## src/hdl/mms_pkg.sv

```systemverilog
// Shared constants and control types for the min/max stack.
`default_nettype none
package mms_pkg;

  // Capacity of the stack in entries.
  localparam int STACK_DEPTH = 64;

  // Width of a RAM address and of the entry counter, which must also hold the full count.
  localparam int ADDR_W  = (STACK_DEPTH > 1) ? $clog2(STACK_DEPTH) : 1;
  localparam int CNT_W   = $clog2(STACK_DEPTH + 1);

  // Field widths of the request and result.
  localparam int WORD_W  = 32;
  localparam int DEPTH_W = 7;
  localparam int STS_W   = 2;

  // One stored entry holds the value and the min and max down to the bottom.
  localparam int ENTRY_W = 3 * WORD_W;

  // Packed widths of the stream data buses, rounded up to whole bytes.
  localparam int IN_DATA_W  = ((WORD_W + 7) / 8) * 8;
  localparam int OUT_BITS   = 3 * WORD_W + DEPTH_W + 1 + STS_W;
  localparam int OUT_DATA_W = ((OUT_BITS + 7) / 8) * 8;

  // Operation codes.
  localparam logic OP_PUSH = 1'b0;
  localparam logic OP_POP  = 1'b1;

  // Status codes.
  localparam logic [STS_W-1:0] ST_OK    = 2'd0;
  localparam logic [STS_W-1:0] ST_FULL  = 2'd1;
  localparam logic [STS_W-1:0] ST_EMPTY = 2'd2;

  // Commands from the controller to the datapath.
  typedef struct packed {
    logic             do_push;
    logic             do_pop;
    logic             do_load_top;
    logic             load_out;
    logic [STS_W-1:0] status;
  } mms_cmd_t;

  // Status from the datapath to the controller.
  typedef struct packed {
    logic full;
    logic empty;
    logic one_left;
  } mms_sts_t;

endpackage
`default_nettype wire

```

## src/hdl/mms_ctrl.sv

```systemverilog
// Controller state machine: request handshake, result valid and datapath commands.
`default_nettype none
module mms_ctrl (
  input  wire logic              clk,
  input  wire logic              rst_n,
  input  wire logic              in_tvalid,
  output logic                   in_tready,
  input  wire logic              in_op,
  output logic                   out_tvalid,
  input  wire logic              out_tready,
  input  wire mms_pkg::mms_sts_t sts,
  output mms_pkg::mms_cmd_t      cmd
);
  import mms_pkg::*;

  localparam logic S_IDLE = 1'b0;
  localparam logic S_LOAD = 1'b1;

  logic state_r, state_nxt;
  logic out_valid_r, out_valid_nxt;
  logic accept;

  // A new request is taken when idle and the result register is free or draining.
  assign in_tready  = (state_r == S_IDLE) && (!out_valid_r || out_tready);
  assign accept     = in_tvalid && in_tready;
  assign out_tvalid = out_valid_r;

  // Command decode and next state.
  always_comb begin
    cmd       = '0;
    cmd.status = ST_OK;
    state_nxt = state_r;
    case (state_r)
      S_IDLE: begin
        if (accept) begin
          if (in_op == OP_PUSH) begin
            if (sts.full) begin
              cmd.status = ST_FULL;
            end else begin
              cmd.do_push = 1'b1;
            end
            cmd.load_out = 1'b1;
          end else begin
            if (sts.empty) begin
              cmd.status   = ST_EMPTY;
              cmd.load_out = 1'b1;
            end else begin
              cmd.do_pop = 1'b1;
              // The new top comes from the RAM unless the stack goes empty.
              if (sts.one_left) begin
                cmd.load_out = 1'b1;
              end else begin
                state_nxt = S_LOAD;
              end
            end
          end
        end
      end
      S_LOAD: begin
        cmd.do_load_top = 1'b1;
        cmd.load_out    = 1'b1;
        state_nxt       = S_IDLE;
      end
      default: begin
        state_nxt = S_IDLE;
      end
    endcase
  end

  // Result valid holds until the result is taken.
  always_comb begin
    if (cmd.load_out) begin
      out_valid_nxt = 1'b1;
    end else if (out_tready) begin
      out_valid_nxt = 1'b0;
    end else begin
      out_valid_nxt = out_valid_r;
    end
  end

  always_ff @(posedge clk) begin
    if (!rst_n) begin
      state_r     <= S_IDLE;
      out_valid_r <= 1'b0;
    end else begin
      state_r     <= state_nxt;
      out_valid_r <= out_valid_nxt;
    end
  end

endmodule
`default_nettype wire

```

## config.mk

```make
export PLATFORM = sky130hd
export DESIGN_NAME = mms_ctrl
export DESIGN_NICKNAME = d
export VERILOG_FILES = /design/src/hdl/mms_pkg.sv /design/src/hdl/mms_ctrl.sv
export SDC_FILE = /design/constraint.sdc
export NUM_CORES = 1
export LEC_CHECK = 0
export BUFFER_PORTS_ARGS = -buffer_cell sky130_fd_sc_hd__buf_2
export CAP_MARGIN = 20
export CELL_PAD_IN_SITES_DETAIL_PLACEMENT = 1
export CELL_PAD_IN_SITES_GLOBAL_PLACEMENT = 1
export CORE_AREA = 2 2 39 41
export CTS_BUF_LIST = sky130_fd_sc_hd__clkbuf_16
export DETAILED_ROUTE_END_ITERATION = 8
export DIE_AREA = 0 0 41 43
export GPL_ROUTABILITY_DRIVEN = 1
export GPL_TIMING_DRIVEN = 0
export HOLD_SLACK_MARGIN = 0.08
export PLACE_DENSITY_LB_ADDON = 0.1
export SYNTH_ARGS = -nofsm -noshare
export SYNTH_HDL_FRONTEND = slang
export SYNTH_SLANG_ARGS = --single-unit
```

## constraint.sdc

```tcl
create_clock -name clk -period 1.2 [get_ports clk]
set_input_delay 0.24 -clock clk [delete_from_list [all_inputs] [get_ports clk]]
set_output_delay 0.24 -clock clk [all_outputs]
set_load 0.01 [all_outputs]
```

# After elaboration in Yosys (flattened, before gate mapping)
# Index checks and enable logic that the tools add are counted.
# classes
mux	22
bitwise_logic	1
n_reduce_logical	5
# op_table
cell	count
1-bit two-way mux	14
2-bit two-way mux	4
3-bit two-way mux	2
1-bit one-hot mux with 2 select lines	2
1-bit logical AND	2
2-bit nonzero test	1
1-bit logical NOT	1
1-bit logical OR	1
1-bit inverter	1
# word_totals
regBits	2
wordCells	30

# Logic depth before layout (Yosys ltp)
# depth
ltp_word	7
depth_mapped	4

# Worst setup path before layout
# OpenSTA, ideal clock, no wires.
# synth_path
kind	input -> output
start	input port sts[1] (netlist name)
end	output port cmd[2] (netlist name)
t_arrival_ps	954
required_ps	960
setup_slack_ps	6
cell_stages	3
cell_sequence	or3b_1 > a31o_1 > buf_4
# synth_rtl
item	line_no	text
start, declared	mms_ctrl.sv:11	input wire mms_pkg::mms_sts_t sts,
end, declared	mms_ctrl.sv:12	output mms_pkg::mms_cmd_t cmd

==> impl_metrics.tcl <==
set metrics [dict create \
    grt_pass1_vias 204 \
    grt_max_degree 9 \
    final_cell_mix "buf_6 (8), buf_2 (7), buf_4 (4)" \
    ys_warn_count 0 \
    min_period_over_period_pct 112 \
    cp_slowest_cell "dfxtp_2" \
    ys_types 12 \
    yosys_register_bits 2 \
    setup_viol 6 \
    grt_overflow 0 \
    ir_drop_v 0.000487 \
    syn_nets 24 \
    initial_core_util_pct 11.5 \
    fmax_mhz 745 \
    max_stage_delay_ns 0.32 \
    cts_htree_levels 1 \
    detail_route.wl_per_cell_um 11.5 \
    track_usage_pct 9.12 \
    layout_setup_ws_ns -0.143 \
    pwr-share-comb_pct 13.8 \
    cp.arrival_ns 1.10 \
    dp.cells 47 \
    num_io_pins 16 \
    hp-class "in -> reg" \
    p_clk_share_pct 75.0 \
    fp.dieW_um 41 \
    ant_nets 0 \
    clk_path_buf_depth 2 \
    antenna_cells 0 \
    worst_pin_slew_ns 0.225 \
    avgSynthCellArea_sq_um 9.93 \
    final_cells 52 \
    crit_path_cell_trace "a21oi_4 -> and4bb_2 -> buf_6" \
    portBuffers 15 \
    finalHoldViolCount 0 \
    syn_area_sq_um 159 \
    period_minus_slack_ns 1.34 \
    grt_pass1_wl_um 1000 \
    critPathLaunchType "register" \
    dr.pass1.iters 2 \
    die_h_um 43 \
    synth-seq-area-share_pct 25.2 \
    finalMaxSlewViolations 0 \
    drcViolationCount 0 \
    drt-initial-drc-count 1 \
    cts_hold_buf 0 \
    gp_congestion 0.578 \
    p_leak_uw 0.000195 \
    nFillCells 163 \
    switchingPower_uw 109 \
    switching_share_pct 16.6 \
    cellPowerDensity_nw_per_um2 1620 \
    p_seq_share_pct 11.2 \
    drive_above_1_share_pct 86.1 \
    finClkSkew_ns 0.00158 \
    synthCells 16 \
    core_area_sq_um 1380 \
    rows 14 \
    critPathMaxFanout 8 \
    cts_tree "built" \
    cp.required_ns 0.96 \
    rrSetupSlack_ns 0.30 \
    clk_latency_ns 0.22 \
    nets 46 \
    cts_buffers 3 \
    layout_commonest_cell "buf_6" \
    antenna_found_initial 0 \
    syn2layout_area_growth_pct 157 \
    cap_violations 0 \
    critPathKind "reg -> out" \
    maxSlewHeadroom_pct 84.9 \
    die_area_sq_um 1760 \
    outcome "finished, violations left" \
    violations "negative setup slack" \
    intPower_uw 550 \
    clkTransAtPathRegs_ns 0.03 \
    rsz0062_at_grt "true" \
    cts_root_buf "clkbuf_16" \
    num_vias 201 \
    routed_wl_um 598 \
    final_util_pct 29.5 \
    worstSetupEndpointType "primary output" \
    avgViaCountPerCell 3.87 \
    cts.sinks 2 \
]
per-layer routing:
metal  up-vias  share of wire [%]  track usage (%)
li1        103                  -                -
met1        93                 43             10.2
met2         5                 55             11.9
met3         0                2.2             4.71
met4         0                  0             8.00
met5         -                  0                0
critical path: cells and delay by family, from the launching register on:
| kind | cells | cell delay, ns |
|---|---|---|
| DFF | 1 | 0.32 |
| and+or+nand+nor | 1 | 0.26 |
| AOI/OAI and AO/OA | 1 | 0.20 |
| buffers and inverters | 1 | 0.10 |
power by group through the flow:
stage,registers (uW),logic [uW],clock network [uW]
2_1_floorplan,74.1,30.1,0
3_3_place_gp,72.9,62.2,0
3_5_place_dp,72.9,63.2,0
4_1_cts,73.9,83.5,504
5_1_grt,74.5,99.6,508
6_report,73.9,91.2,494
cell type report:
type	count	area [sq um]	area share (%)
Inverter	1	3.75	0.920
Tap cell	16	20.0	4.91
Buffer	1	7.51	1.84
Timing Repair Buffer	18	148	36.2
Sequential cell	2	42.5	10.4
Multi-Input combinational cell	11	111	27.3
Clock buffer	3	75.1	18.4
what timing repair did:
action | in CTS | in global routing
resized for setup | 13 | 1
endpoints found under the hold margin | 0 | 0
buffers inserted | 1 | 2
pin swaps | 2 | 1
setup endpoints to repair | 6 | 6
state kept, by name, indices dropped and copies added (netlist names):
register    flops
out_tvalid      1
state_r         1
kinds of logic (layout without fill, tap and decap cells):
logic type,after synthesis,in the layout,synth area share [%]
compound gates,3,3,15.8
buf+inv,3,23,11.8
flops,2,2,25.2
simple gates,8,8,47.2
worst paths after layout:
| check | cells past startpoint | startpoint | end |
|---|---|---|---|
| setup / recovery | 3 | out_tvalid$_SDFFE_PN0P_ | cmd[5] |
| hold / removal | 2 | rst_n | out_tvalid$_SDFFE_PN0P_ |
| setup reg to reg | 3 | out_tvalid$_SDFFE_PN0P_ | out_tvalid$_SDFFE_PN0P_ |
| hold reg to reg | 2 | state_r$_SDFF_PP0_ | state_r$_SDFF_PP0_ |
cells in the mapped netlist (all sizes together):
library cell,count,area (sq um)
dfxtp,2,40.0
a21oi,1,8.76
inv,1,3.75
a31o,1,8.76
nor3b,1,7.51
a21boi,1,7.51
and4bb,1,12.5
or3b,1,8.76
nand2,1,3.75
and4b,2,22.5
buf,2,15.0
and4,2,20.0
through the flow:
step / setup slack [ns] / power, uW / area (sq um) / setup TNS [ns] / hold WS [ns]
2_1_floorplan: 0.00615 / 104 / 159 / 0 / 0.387
3_3_place_gp: -0.256 / 135 / 254 / -0.403 / 0.521
3_5_place_dp: -0.256 / 136 / 254 / -0.538 / 0.520
4_1_cts: -0.146 / 661 / 389 / -0.700 / 0.295
5_1_grt: -0.185 / 682 / 408 / -1.03 / 0.330
6_report: -0.143 / 659 / 408 / -0.767 / 0.310
(Power assumes the default switching activity.)
